### src/hdl/session_history_route_picker_unit_macros.svh
// Assertion macros used by the controller of the session history route picker
`ifndef SESSION_HISTORY_ROUTE_PICKER_UNIT_MACROS_SVH
`define SESSION_HISTORY_ROUTE_PICKER_UNIT_MACROS_SVH
// implication checked every clock outside reset
`define SHRP_ASSERT_IMPL(label, clk, rst, ante, cons, msg) \
   label: assert property (@(posedge clk) disable iff (rst) (ante) |-> (cons)) else $error(msg);
// implication whose consequent is checked in the cycle after the antecedent
`define SHRP_ASSERT_NEXT(label, clk, rst, ante, cons, msg) \
   label: assert property (@(posedge clk) disable iff (rst) (ante) |=> (cons)) else $error(msg);
`endif

### src/hdl/shrp_pkg.sv
// Package: types and codes of the session history route picker
package shrp_pkg;
   typedef enum logic [2:0] {
      REQ_INSERT     = 3'd0,
      REQ_ROUTE      = 3'd1,
      REQ_DISCONNECT = 3'd2,
      REQ_ERASE      = 3'd3,
      REQ_SET_ACTIVE = 3'd4
   } req_code_type;

   typedef struct packed {
      logic [2:0]  req_type;
      logic [7:0]  session_id;
      logic [15:0] random_fraction;
      logic        active_flag;
   } req_payload_type;

   typedef struct packed {
      logic [7:0] route_session;
      logic       route_found;
      logic [3:0] entry_count;
   } rsp_payload_type;

   typedef enum logic [3:0] {
      ST_IDLE,
      ST_DISPATCH,
      ST_ROUTE_START,
      ST_ROUTE_MUL,
      ST_ROUTE_SCAN,
      ST_ROUTE_CHECK,
      ST_PURGE,
      ST_RESPOND,
      ST_HOLD
   } state_type;

   // controller -> datapath
   typedef struct packed {
      logic load_req;
      logic do_insert;
      logic do_erase;
      logic do_set_active;
      logic route_start;
      logic route_mul;
      logic scan_step;
      logic purge_commit;
      logic purge_start_scan;
      logic purge_start_req;
      logic purge_step;
      logic set_notfound;
      logic set_found;
      logic load_rsp;
   } dp_cmd_type;

   // datapath -> controller
   typedef struct packed {
      req_code_type req_code;
      logic         ring_empty;
      logic         scan_done;
      logic         scan_hit;
      logic         hit_active;
      logic         purge_done;
   } dp_status_type;
endpackage

### src/hdl/shrp_ctrl.sv
// Controller state machine of the session history route picker
module shrp_ctrl
   import shrp_pkg::*;
(
   input  logic          clock,
   input  logic          reset,
   input  logic          req_valid,
   output logic          req_ready,
   output logic          rsp_valid,
   input  logic          rsp_ready,
   input  dp_status_type status,
   output dp_cmd_type    cmd
);
`include "session_history_route_picker_unit_macros.svh"

   state_type state_ff, state_in;
   logic      purge_for_route_ff, purge_for_route_in;

   always_ff @(posedge clock) begin
      if (reset) begin
         state_ff <= ST_IDLE;
         purge_for_route_ff <= 1'b0;
      end else begin
         state_ff <= state_in;
         purge_for_route_ff <= purge_for_route_in;
      end
   end

   always_comb begin
      state_in = state_ff;
      purge_for_route_in = purge_for_route_ff;
      unique case (state_ff)
         ST_IDLE: begin
            if (req_valid) state_in = ST_DISPATCH;
         end
         ST_DISPATCH: begin
            unique case (status.req_code)
               REQ_ROUTE: state_in = ST_ROUTE_START;
               REQ_DISCONNECT: begin
                  state_in = ST_PURGE;
                  purge_for_route_in = 1'b0;
               end
               default: state_in = ST_RESPOND;
            endcase
         end
         ST_ROUTE_START: state_in = status.ring_empty ? ST_RESPOND : ST_ROUTE_MUL;
         ST_ROUTE_MUL: state_in = ST_ROUTE_SCAN;
         ST_ROUTE_SCAN: state_in = ST_ROUTE_CHECK;
         ST_ROUTE_CHECK: begin
            if (status.scan_hit) begin
               if (status.hit_active) begin
                  state_in = ST_RESPOND;
               end else begin
                  state_in = ST_PURGE;
                  purge_for_route_in = 1'b1;
               end
            end else if (status.scan_done) begin
               state_in = ST_RESPOND;
            end else begin
               state_in = ST_ROUTE_SCAN;
            end
         end
         ST_PURGE: begin
            if (status.purge_done)
               state_in = purge_for_route_ff ? ST_ROUTE_START : ST_RESPOND;
         end
         ST_RESPOND: state_in = ST_HOLD;
         ST_HOLD: begin
            if (rsp_ready) state_in = ST_IDLE;
         end
         default: state_in = ST_IDLE;
      endcase
   end

   always_comb begin
      cmd = '0;
      req_ready = 1'b0;
      rsp_valid = 1'b0;
      unique case (state_ff)
         ST_IDLE: begin
            req_ready = 1'b1;
            cmd.load_req = req_valid;
         end
         ST_DISPATCH: begin
            cmd.set_notfound = 1'b1;
            unique case (status.req_code)
               REQ_INSERT:     cmd.do_insert = 1'b1;
               REQ_ERASE:      cmd.do_erase = 1'b1;
               REQ_SET_ACTIVE: cmd.do_set_active = 1'b1;
               REQ_DISCONNECT: cmd.purge_start_req = 1'b1;
               default: ;
            endcase
         end
         ST_ROUTE_START: cmd.route_start = 1'b1;
         ST_ROUTE_MUL: cmd.route_mul = 1'b1;
         ST_ROUTE_SCAN: cmd.scan_step = 1'b1;
         ST_ROUTE_CHECK: begin
            if (status.scan_hit && status.hit_active) cmd.set_found = 1'b1;
            if (status.scan_hit && !status.hit_active) cmd.purge_start_scan = 1'b1;
         end
         ST_PURGE: begin
            cmd.purge_step = !status.purge_done;
            // compaction finished: new tail is the write pointer
            cmd.purge_commit = status.purge_done;
         end
         ST_RESPOND: cmd.load_rsp = 1'b1;
         ST_HOLD: rsp_valid = 1'b1;
         default: ;
      endcase
   end

   `SHRP_ASSERT_IMPL(a_ready_only_idle, clock, reset, req_ready, state_ff == ST_IDLE, "ready outside idle")
   `SHRP_ASSERT_IMPL(a_no_overlap, clock, reset, rsp_valid, !req_ready, "accept while result pending")
   `SHRP_ASSERT_NEXT(a_hold_stall, clock, reset, rsp_valid && !rsp_ready, rsp_valid, "result dropped")
endmodule

### src/hdl/shrp_dpath.sv
// Datapath of the session history route picker: ring, activity map, scan and purge
module shrp_dpath
   import shrp_pkg::*;
#(
   parameter int unsigned RING_SIZE = 16,
   parameter int unsigned SESSION_COUNT = 256
)(
   input  logic            clock,
   input  logic            reset,
   input  req_payload_type req_data,
   input  dp_cmd_type      cmd,
   output dp_status_type   status,
   output rsp_payload_type rsp_data
);
   localparam int unsigned IdxW = (RING_SIZE > 2) ? $clog2(RING_SIZE) : 1;
   localparam int unsigned MapW = (SESSION_COUNT > 2) ? $clog2(SESSION_COUNT) : 1;
   localparam logic [IdxW-1:0] LastIdx = IdxW'(RING_SIZE - 1);

   function automatic logic [IdxW-1:0] wrap_inc(input logic [IdxW-1:0] i);
      return (i == LastIdx) ? '0 : i + 1'b1;
   endfunction

   function automatic logic [IdxW-1:0] wrap_add(input logic [IdxW-1:0] a,
                                                input logic [IdxW-1:0] b);
      logic [IdxW:0] s;
      s = {1'b0, a} + {1'b0, b};
      return (s >= (IdxW+1)'(RING_SIZE)) ? IdxW'(s - (IdxW+1)'(RING_SIZE)) : s[IdxW-1:0];
   endfunction

   logic [7:0] ring_mem [RING_SIZE];
   logic [SESSION_COUNT-1:0] active_ff;

   logic [IdxW-1:0] head_ff, tail_ff;
   req_payload_type req_ff;
   rsp_payload_type rsp_ff;
   logic [7:0]      chosen_ff;
   logic            found_ff;

   logic [IdxW-1:0] used_ff;
   logic [IdxW-1:0] pos_ff, scan_left_ff;
   logic [7:0]      rd_ff;
   logic            rd_valid_ff;
   logic            hit_active_ff;

   logic [7:0]      purge_id_ff;
   logic [IdxW-1:0] prd_ff, pwr_ff;
   logic            purge_done;

   logic [IdxW-1:0] used_now;
   assign used_now = wrap_add(tail_ff, IdxW'(RING_SIZE) - head_ff);

   logic [IdxW+15:0] prod_full;
   assign prod_full = {{IdxW{1'b0}}, req_ff.random_fraction} * {16'd0, used_ff};

   assign purge_done = (prd_ff == tail_ff);

   always_ff @(posedge clock) begin
      if (cmd.load_req) req_ff <= req_data;
      if (cmd.do_insert) ring_mem[tail_ff] <= req_ff.session_id;
      if (cmd.purge_step && ring_mem[prd_ff] != purge_id_ff)
         ring_mem[pwr_ff] <= ring_mem[prd_ff];
      if (cmd.scan_step) begin
         rd_ff <= ring_mem[pos_ff];
         // activity bit of the id read, registered with it
         hit_active_ff <= (32'(ring_mem[pos_ff]) < SESSION_COUNT) &&
                          active_ff[MapW'(ring_mem[pos_ff])];
      end
      if (cmd.route_start) used_ff <= used_now;
      if (cmd.route_mul) begin
         pos_ff <= wrap_add(head_ff, prod_full[IdxW+15:16]);
         scan_left_ff <= used_ff;
      end
      if (cmd.scan_step) begin
         // logical offset wraps within used entries, i.e. back to head
         pos_ff <= (wrap_inc(pos_ff) == tail_ff) ? head_ff : wrap_inc(pos_ff);
         scan_left_ff <= scan_left_ff - 1'b1;
      end
      if (cmd.purge_start_scan) purge_id_ff <= rd_ff;
      if (cmd.purge_start_req) purge_id_ff <= req_ff.session_id;
      if (cmd.purge_start_scan || cmd.purge_start_req) begin
         prd_ff <= head_ff;
         pwr_ff <= head_ff;
      end
      if (cmd.purge_step) begin
         prd_ff <= wrap_inc(prd_ff);
         if (ring_mem[prd_ff] != purge_id_ff) pwr_ff <= wrap_inc(pwr_ff);
      end
      if (cmd.set_notfound) begin
         found_ff <= 1'b0;
         chosen_ff <= '0;
      end
      if (cmd.set_found) begin
         found_ff <= 1'b1;
         chosen_ff <= rd_ff;
      end
      if (cmd.load_rsp) begin
         rsp_ff.route_session <= chosen_ff;
         rsp_ff.route_found <= found_ff;
         rsp_ff.entry_count <= 4'(used_now);
      end
   end

   always_ff @(posedge clock) begin
      if (reset) begin
         head_ff <= '0;
         tail_ff <= '0;
         active_ff <= '0;
         rd_valid_ff <= 1'b0;
      end else begin
         rd_valid_ff <= cmd.scan_step;
         if (cmd.do_insert) begin
            tail_ff <= wrap_inc(tail_ff);
            if (wrap_inc(tail_ff) == head_ff) head_ff <= wrap_inc(head_ff);
         end
         if (cmd.do_erase) begin
            head_ff <= '0;
            tail_ff <= '0;
         end
         if (cmd.do_set_active && 32'(req_ff.session_id) < SESSION_COUNT)
            active_ff[MapW'(req_ff.session_id)] <= req_ff.active_flag;
         if (cmd.purge_commit) tail_ff <= pwr_ff;
      end
   end

   assign status.req_code   = req_code_type'(req_ff.req_type);
   assign status.ring_empty = (used_now == '0);
   assign status.scan_hit   = rd_valid_ff && (rd_ff != req_ff.session_id);
   assign status.scan_done  = (scan_left_ff == '0);
   assign status.hit_active = hit_active_ff;
   assign status.purge_done = purge_done;
   assign rsp_data = rsp_ff;
endmodule

### src/hdl/session_history_route_picker_unit.sv
// Top level of the session history route picker
// Usage:
//  req_ channel carries one request (insert, route, disconnect, erase,
//  set active flag) per transfer; rsp_ channel returns one result per request.
//  One request is in flight at a time; req_ready is high only when idle.
//  Steps from the request transfer: insert, erase, set-active and unknown
//  requests pass dispatch, then respond, and rsp_valid rises in hold.
//  Disconnect passes dispatch, then a purge whose compaction examines one ring
//  entry per cycle and commits the new tail once it reaches the old tail.
//  A route passes dispatch and, per pass, a setup of count and offset
//  multiply, then a scan that reads and checks each entry in turn; each pass
//  that hits an inactive id adds a purge of that id, then the route restarts.
//  An empty ring or the end of the route goes to respond.
//  A new request can transfer in the cycle after the result transfers; the
//  block takes no new request before the last result has gone.
//  Reset clears head, tail and all activity flags; ring contents are not
//  cleared since no read reaches unwritten slots.
//  When the receiver stalls, the result is held in its register with
//  rsp_valid high, and no new request is taken until it transfers.
module session_history_route_picker_unit
   import shrp_pkg::*;
#(
   parameter int unsigned RING_SIZE = 16,
   parameter int unsigned SESSION_COUNT = 256
)(
   input  logic            clock,
   input  logic            reset,
   input  logic            req_valid,
   output logic            req_ready,
   input  req_payload_type req_data,
   output logic            rsp_valid,
   input  logic            rsp_ready,
   output rsp_payload_type rsp_data
);
   dp_cmd_type    cmd;
   dp_status_type status;

   shrp_ctrl u_ctrl (
      .clock(clock), .reset(reset),
      .req_valid(req_valid), .req_ready(req_ready),
      .rsp_valid(rsp_valid), .rsp_ready(rsp_ready),
      .status(status), .cmd(cmd)
   );

   shrp_dpath #(.RING_SIZE(RING_SIZE), .SESSION_COUNT(SESSION_COUNT)) u_dpath (
      .clock(clock), .reset(reset),
      .req_data(req_data), .cmd(cmd),
      .status(status), .rsp_data(rsp_data)
   );
endmodule
### config.mk
export PLATFORM = sky130hd
export DESIGN_NAME = session_history_route_picker_unit
export DESIGN_NICKNAME = d
export VERILOG_FILES = /design/src/hdl/shrp_pkg.sv /design/src/hdl/shrp_ctrl.sv /design/src/hdl/shrp_dpath.sv /design/src/hdl/session_history_route_picker_unit.sv
export VERILOG_INCLUDE_DIRS = /design/src /design/src/hdl
export SDC_FILE = /design/constraint.sdc
export NUM_CORES = 1
export LEC_CHECK = 0
export ABC_AREA = 1
export ABC_CLOCK_PERIOD_IN_PS = 9200
export CORE_MARGIN = 8
export CORE_UTILIZATION = 35
export DETAILED_ROUTE_END_ITERATION = 16
export DONT_BUFFER_PORTS = 1
export SLEW_MARGIN = 20
export SYNTH_ARGS = -nofsm -noshare
export SYNTH_HDL_FRONTEND = slang
export SYNTH_SLANG_ARGS = --single-unit
### constraint.sdc
create_clock -name clock -period 9.2 [get_ports clock]
set_input_delay 2.76 -clock clock [delete_from_list [all_inputs] [get_ports clock]]
set_output_delay 2.76 -clock clock [all_outputs]
set_load 0.1 [all_outputs]
Word level (Yosys, flattened, before mapping)
Memories as Yosys holds them, arrays and structs flattened. A register that Yosys moved wholly into a read port is not among the register bits. Index checks and enable logic that the tools add are counted.

Memories: 1. RAM bits: 128. Register bits: 357. Word-level logic and storage cells: 164.

Equal/unequal tests: 28. Reductions and logical operators: 23. Multipliers: 1. Magnitude comparators: 5. Add/subtract/negate cells: 11. Muxes and demuxes: 72.

Memory list: u_dpath.ring_mem (words 16, bits a word 8, rd ports 2, clocked after Yosys merged registers in 2, write ports 1, line shrp_dpath.sv:30) `logic [7:0] ring_mem [RING_SIZE];`.

Operators by type and width (number): 256-bit bitwise mux (1); 4-bit 2-to-1 mux (27); 8-bit 2-to-1 mux (5); 4-bit case mux with 9 select lines (1); 1-bit 2-to-1 mux (30); 4-bit equality test, second input constant (6); 4-bit by 1-bit adder with 4-bit output, second input constant (5); 16-bit by 4-bit multiplier with 20-bit output (1); 8-bit by 9-bit less-than comparator with 1-bit output, second input constant (2); 4-bit by 3-bit equality test with 1-bit output, second input constant (4); 8-bit != test (2); 4-bit equality test (3); 4-bit zero test (3); 4-bit by 1-bit subtractor with 4-bit output, second input constant (3); 4-bit by 4-bit adder with 5-bit output (2); 5-bit greater-or-equal comparator, second input constant (2); 2-bit nonzero test (5); 3-bit 2-to-1 mux (3); 1-bit binary-select mux with 8-bit select (1); 1-bit demux with 8-bit select (1); 4-bit by 2-bit equality test with 1-bit output, second input constant (2); 8-bit by 1-bit greater-or-equal comparator with 1-bit output, second input constant (1); 2-bit != test, second input constant (4); 8-bit OR reduction (1); 18 further kinds (25).

Depth between registers and ports, before layout
Depth in word-level cells: 9. Depth in mapped cells: 27. Depth with buffers taken out: 25.

Hierarchy
Synthesis repeated with hierarchy kept, for this count alone.

Cells, all modules: 3752. Area, all modules: 28079.4 um^2.

Modules (own cells, without submodules): shrp_dpath (instances 1, cells an instance 3667, area each 27614.0 um^2); shrp_ctrl (instances 1, cells an instance 85, area each 465.4 um^2).

Worst setup path after synthesis
Ideal clock, no wire load.

Path type: register -> output. From: register u_ctrl.state_ff[1]. To: output port rsp_valid. Cell stages (with the launch flop): 4. Path slack: 3.859 ns. Data arrival time: 2.581 ns. Path through: dfxtp_1 nor2_1 inv_1 nor3_1.

Cells in the longest elaborated chain, start to end: 2.

RTL lines: start, declared (line shrp_ctrl.sv:16) `state_type state_ff, state_in;`; start signal, assigned (line shrp_ctrl.sv:24) `state_ff <= state_in;`; 4-bit equality test (line shrp_ctrl.sv:79) `unique case (state_ff)`; 1-bit 2-to-1 mux (line shrp_ctrl.sv:79); end, declared (line session_history_route_picker_unit.sv:31) `output logic rsp_valid,`.

Every way passes these cells.

==> run_results.csv <==
group,metric,value,unit
setup_path,cpPeakStageDelay,0.86,ns
status,status,"finished clean",
clock_network,clk_latency,0.62,ns
synthesis,postSynthAreaPerCell,7.612,sq um
detailed_routing,met3_length,5748,um
synthesis,netlist_area,0.02626,sq mm
global_route,grt_max_degree,228,
setup_path,critPathCaptureType,"flop",
setup_path,cp_top_family,"simple AND/OR/NAND/NOR gates",
clock_network,clk_pin_slew,0.06,ns
detailed_routing,wl_met2,34500,um
setup_path,required,9.56,ns
floorplanning,die-area,0.08404,sq mm
pwr,peakVddDrop,0.2687,mV
global_route,overflow,0,
sta,finalCritPeriodShare,58.90,%
placed_design,port_buffers,0,
sta,maxSlewViolCount,0,
placed_design,dp_slack,3.967,ns
global_route,grt_pass1_wl,120500,um
synthesis,synthArstFlopShare,0,%
setup_path,regToRegEndpoint,"u_dpath.hit_active_ff",
placed_design,hpwl,46550,um
setup_path,arrival,5.78,ns
clock_network,post-cts-setup-buffers,0,
detailed_routing,drtIter0Drc,2080,
sta,final_hold_viol_count,0,
floorplanning,start_util,35.33,%
clock_network,cts_buffer_depth,3,
detailed_routing,wl_per_cell,17.92,um
placed_design,gp_congestion,0.8528,
clock_network,postCtsResizedCells,0,
floorplanning,die_w,289.9,um
clock_network,cts_buffers,55,
sta,rsz0062_at_grt,"false",
synthesis,syn_inst,3449,
synthesis,synth_nets,3545,
final_layout,layout-drive-gt1-share,5.129,%
setup_path,reg2regPathDepth,16,
detailed_routing,drtPass1Iterations,7,
sta,max_clock_freq,0.1846,GHz
clock_network,cts_tree,"yes",
pwr,p_total,0.009166,W
pwr,leakagePower,11.19,nW
floorplanning,coreArea,0.07432,sq mm
sta,holdWs,0.4522,ns
synthesis,synth_ff_type,"dfxtp_1",
global_route,grt_use_total,17.70,%
sta,tns,0,ns
sta,fin_skew,0.03777,ns
synthesis,yosys_register_bits,493,
placed_design,dp_cells,4240,
sta,setup-violations-final,0,
synthesis,synth_edf_count,210,
detailed_routing,wirelength,77860,um
global_route,grt_pass1_vias,20470,
final_layout,instances_no_fill,4344,
setup_path,critPathSlowestCell,"nand2_4",
floorplanning,rows,100,
setup_path,path_cells,"inv_2, nand2_1, nand3_1, nand3_1, nand3_4, nand2_4, buf_4, nand2_1, nand3_1, nand3_1, nand3_1, nand3_1, nand3_1, nand3_1, nand3_1, nand2_1",
detailed_routing,vias,22530,
worst_hold_path,min_path_type,"reg2reg",
setup_path,worstSetupStartpointType,"flop",
pwr,power.density,319.3,mW/mm^2
setup_path,path_class,"reg2reg",
detailed_routing,antenna_left,0,
clock_network,hold_buffers,0,
sta,period_needed,5.418,ns
detailed_routing,wl_met1,34710,um
floorplanning,io_pins,47,
sta,slew_headroom,20.97,%
flow_run,drv_cap,0,
final_layout,fin_nets,3424,
sta,layout_setup_ws,3.782,ns
setup_path,crit_cells,16,
setup_path,setup.worst_path.end,"u_dpath.hit_active_ff",
setup_path,crit_buf_inv,2,
final_layout,area_growth,9.321,%
sta,worst_pin_slew,1.184,ns
synthesis,yosys_warnings,0,
global_route,antenna_found_initial,3,
detailed_routing,top_layer,"met4",
setup_path,cp_max_fo,98,
clock_network,cts.sinks,493,
setup_path,ff2ff_setup_slack,3.78,ns
synthesis,synth_cell_types,48,
synthesis,ys_seq_area_share,45.60,%
final_layout,fillers,7655,
detailed_routing,viasPerCell,5.186,
clock_network,h-tree-depth,2,
floorplanning,die_h,289.9,um
detailed_routing,drcViolationCount,0,
setup_path,path_common_cell,"nand3_1",
clock_network,root_buffer,"clkbuf_16",
[cell families (layout without fill, tap and decap cells)]
group | Yosys count | in the layout | synth area share [%]
AOI/OAI and AO/OA | 822 | 822 | 16.96
other | 0 | 2 | 0
DFF | 493 | 493 | 45.60
and+or+nand+nor | 1282 | 1282 | 20.77
xor gates and xnor gates | 43 | 43 | 1.434
buffers and inverters | 745 | 669 | 11.37
adders and majority gates | 64 | 64 | 3.879
[worst min path at each step]
stage,startpoint,end,slack (ns),cells past startpoint
after global routing,u_dpath.active_ff[237],u_dpath.active_ff[237],0.47,2
final,u_dpath.active_ff[195],u_dpath.active_ff[195],0.45,2
after floorplan,u_dpath.chosen_ff[5],u_dpath.rsp_data[10],0.40,0
after detailed placement,u_dpath.active_ff[159],u_dpath.active_ff[159],0.45,2
after CTS,u_dpath.active_ff[159],u_dpath.active_ff[159],0.45,2
after global placement,u_dpath.active_ff[143],u_dpath.active_ff[143],0.44,2
[report_power, final]
group | switching, W | total [W] | internal (W)
logic | 0.00300 | 0.00423 | 0.00123
registers | 0.000189 | 0.00269 | 0.00250
clock network | 0.000930 | 0.00225 | 0.00132
total | 0.00412 | 0.00917 | 0.00505
[sequential cells by signal (all words and copies together), names as in the netlist, 3 cells and up, named ones only]
signal                flops
u_ctrl.state_ff           4
u_dpath.active_ff       256
u_dpath.chosen_ff         8
u_dpath.head_ff           4
u_dpath.pos_ff            4
u_dpath.prd_ff            4
u_dpath.purge_id_ff       8
u_dpath.pwr_ff            4
u_dpath.rd_ff             8
u_dpath.req_ff           25
u_dpath.ring_mem        128
u_dpath.rsp_data         13
u_dpath.scan_left_ff      4
u_dpath.status            3
u_dpath.tail_ff           4
u_dpath.used_ff           4
[Yosys cell counts (20+ instances only)]
master,number,area (sq um)
o21ai_0,369,1847
dfxtp_1,283,5665
ha_1,35,437.9
nand2_1,683,2564
nand3_1,410,2052
xor2_1,23,201.4
inv_1,527,1978
buf_2,75,375.4
xnor2_1,20,175.2
fa_1,29,580.6
a21oi_1,308,1541
clkbuf_1,108,405.4
edfxtp_1,210,6306
o211ai_1,58,435.4
o21ai_1,24,120.1
nor2_1,140,525.5
[placed cells by master (no fill, tap or decap), types with 12 or more instances in the layout]
cell type and instances:
xor2_1 23, fa_1 29, clkbuf_16 57, o211ai_1 58
xnor2_1 20, a31oi_1 19, nand2_1 682, edfxtp_1 210
buf_4 29, clkbuf_1 14, nand3_1 408, o21ai_1 19
ha_1 35, a21oi_1 308, dfxtp_1 280, o211a_1 13
nor2_1 131, o21ai_0 369, nor3_1 12, inv_1 525
[area by class of cell]
class | instances | area (sq um) | area share (%)
clock buffers | 80 | 1603 | 5.584
diodes | 2 | 5.005 | 0.01744
multi-input cells | 2211 | 11380 | 39.65
clock inverters | 22 | 234.0 | 0.8152
well taps | 969 | 1212 | 4.224
repair buffers | 32 | 276.5 | 0.9634
inverters | 535 | 2013 | 7.014
flip-flops and latches | 493 | 11980 | 41.73
[worst register-to-register path: cells and delay by family (launching register included)]
family / cells / cell delay [ns]
simple gates: 14 / 3.22
buf+inv: 2 / 1.26
flops: 1 / 0.69
[per-stage QoR]
stage / utilization (%) / area [sq um]
floorplan: - / 26260
global placement: 36.08 / 26820
detailed placement: 36.09 / 26820
CTS: 38.56 / 28660
global route: 38.61 / 28700
finish: 38.62 / 28700
[routing by layer]
| layer | up-vias | track usage [%] |
|---|---|---|
| met4 | 0 | 6.837 |
| met5 | - | 0 |
| met1 | 10430 | 24.66 |
| li1 | 11130 | - |
| met2 | 794 | 27.54 |
| met3 | 172 | 2.573 |
Note: power is estimated with default switching activity, not from simulation.
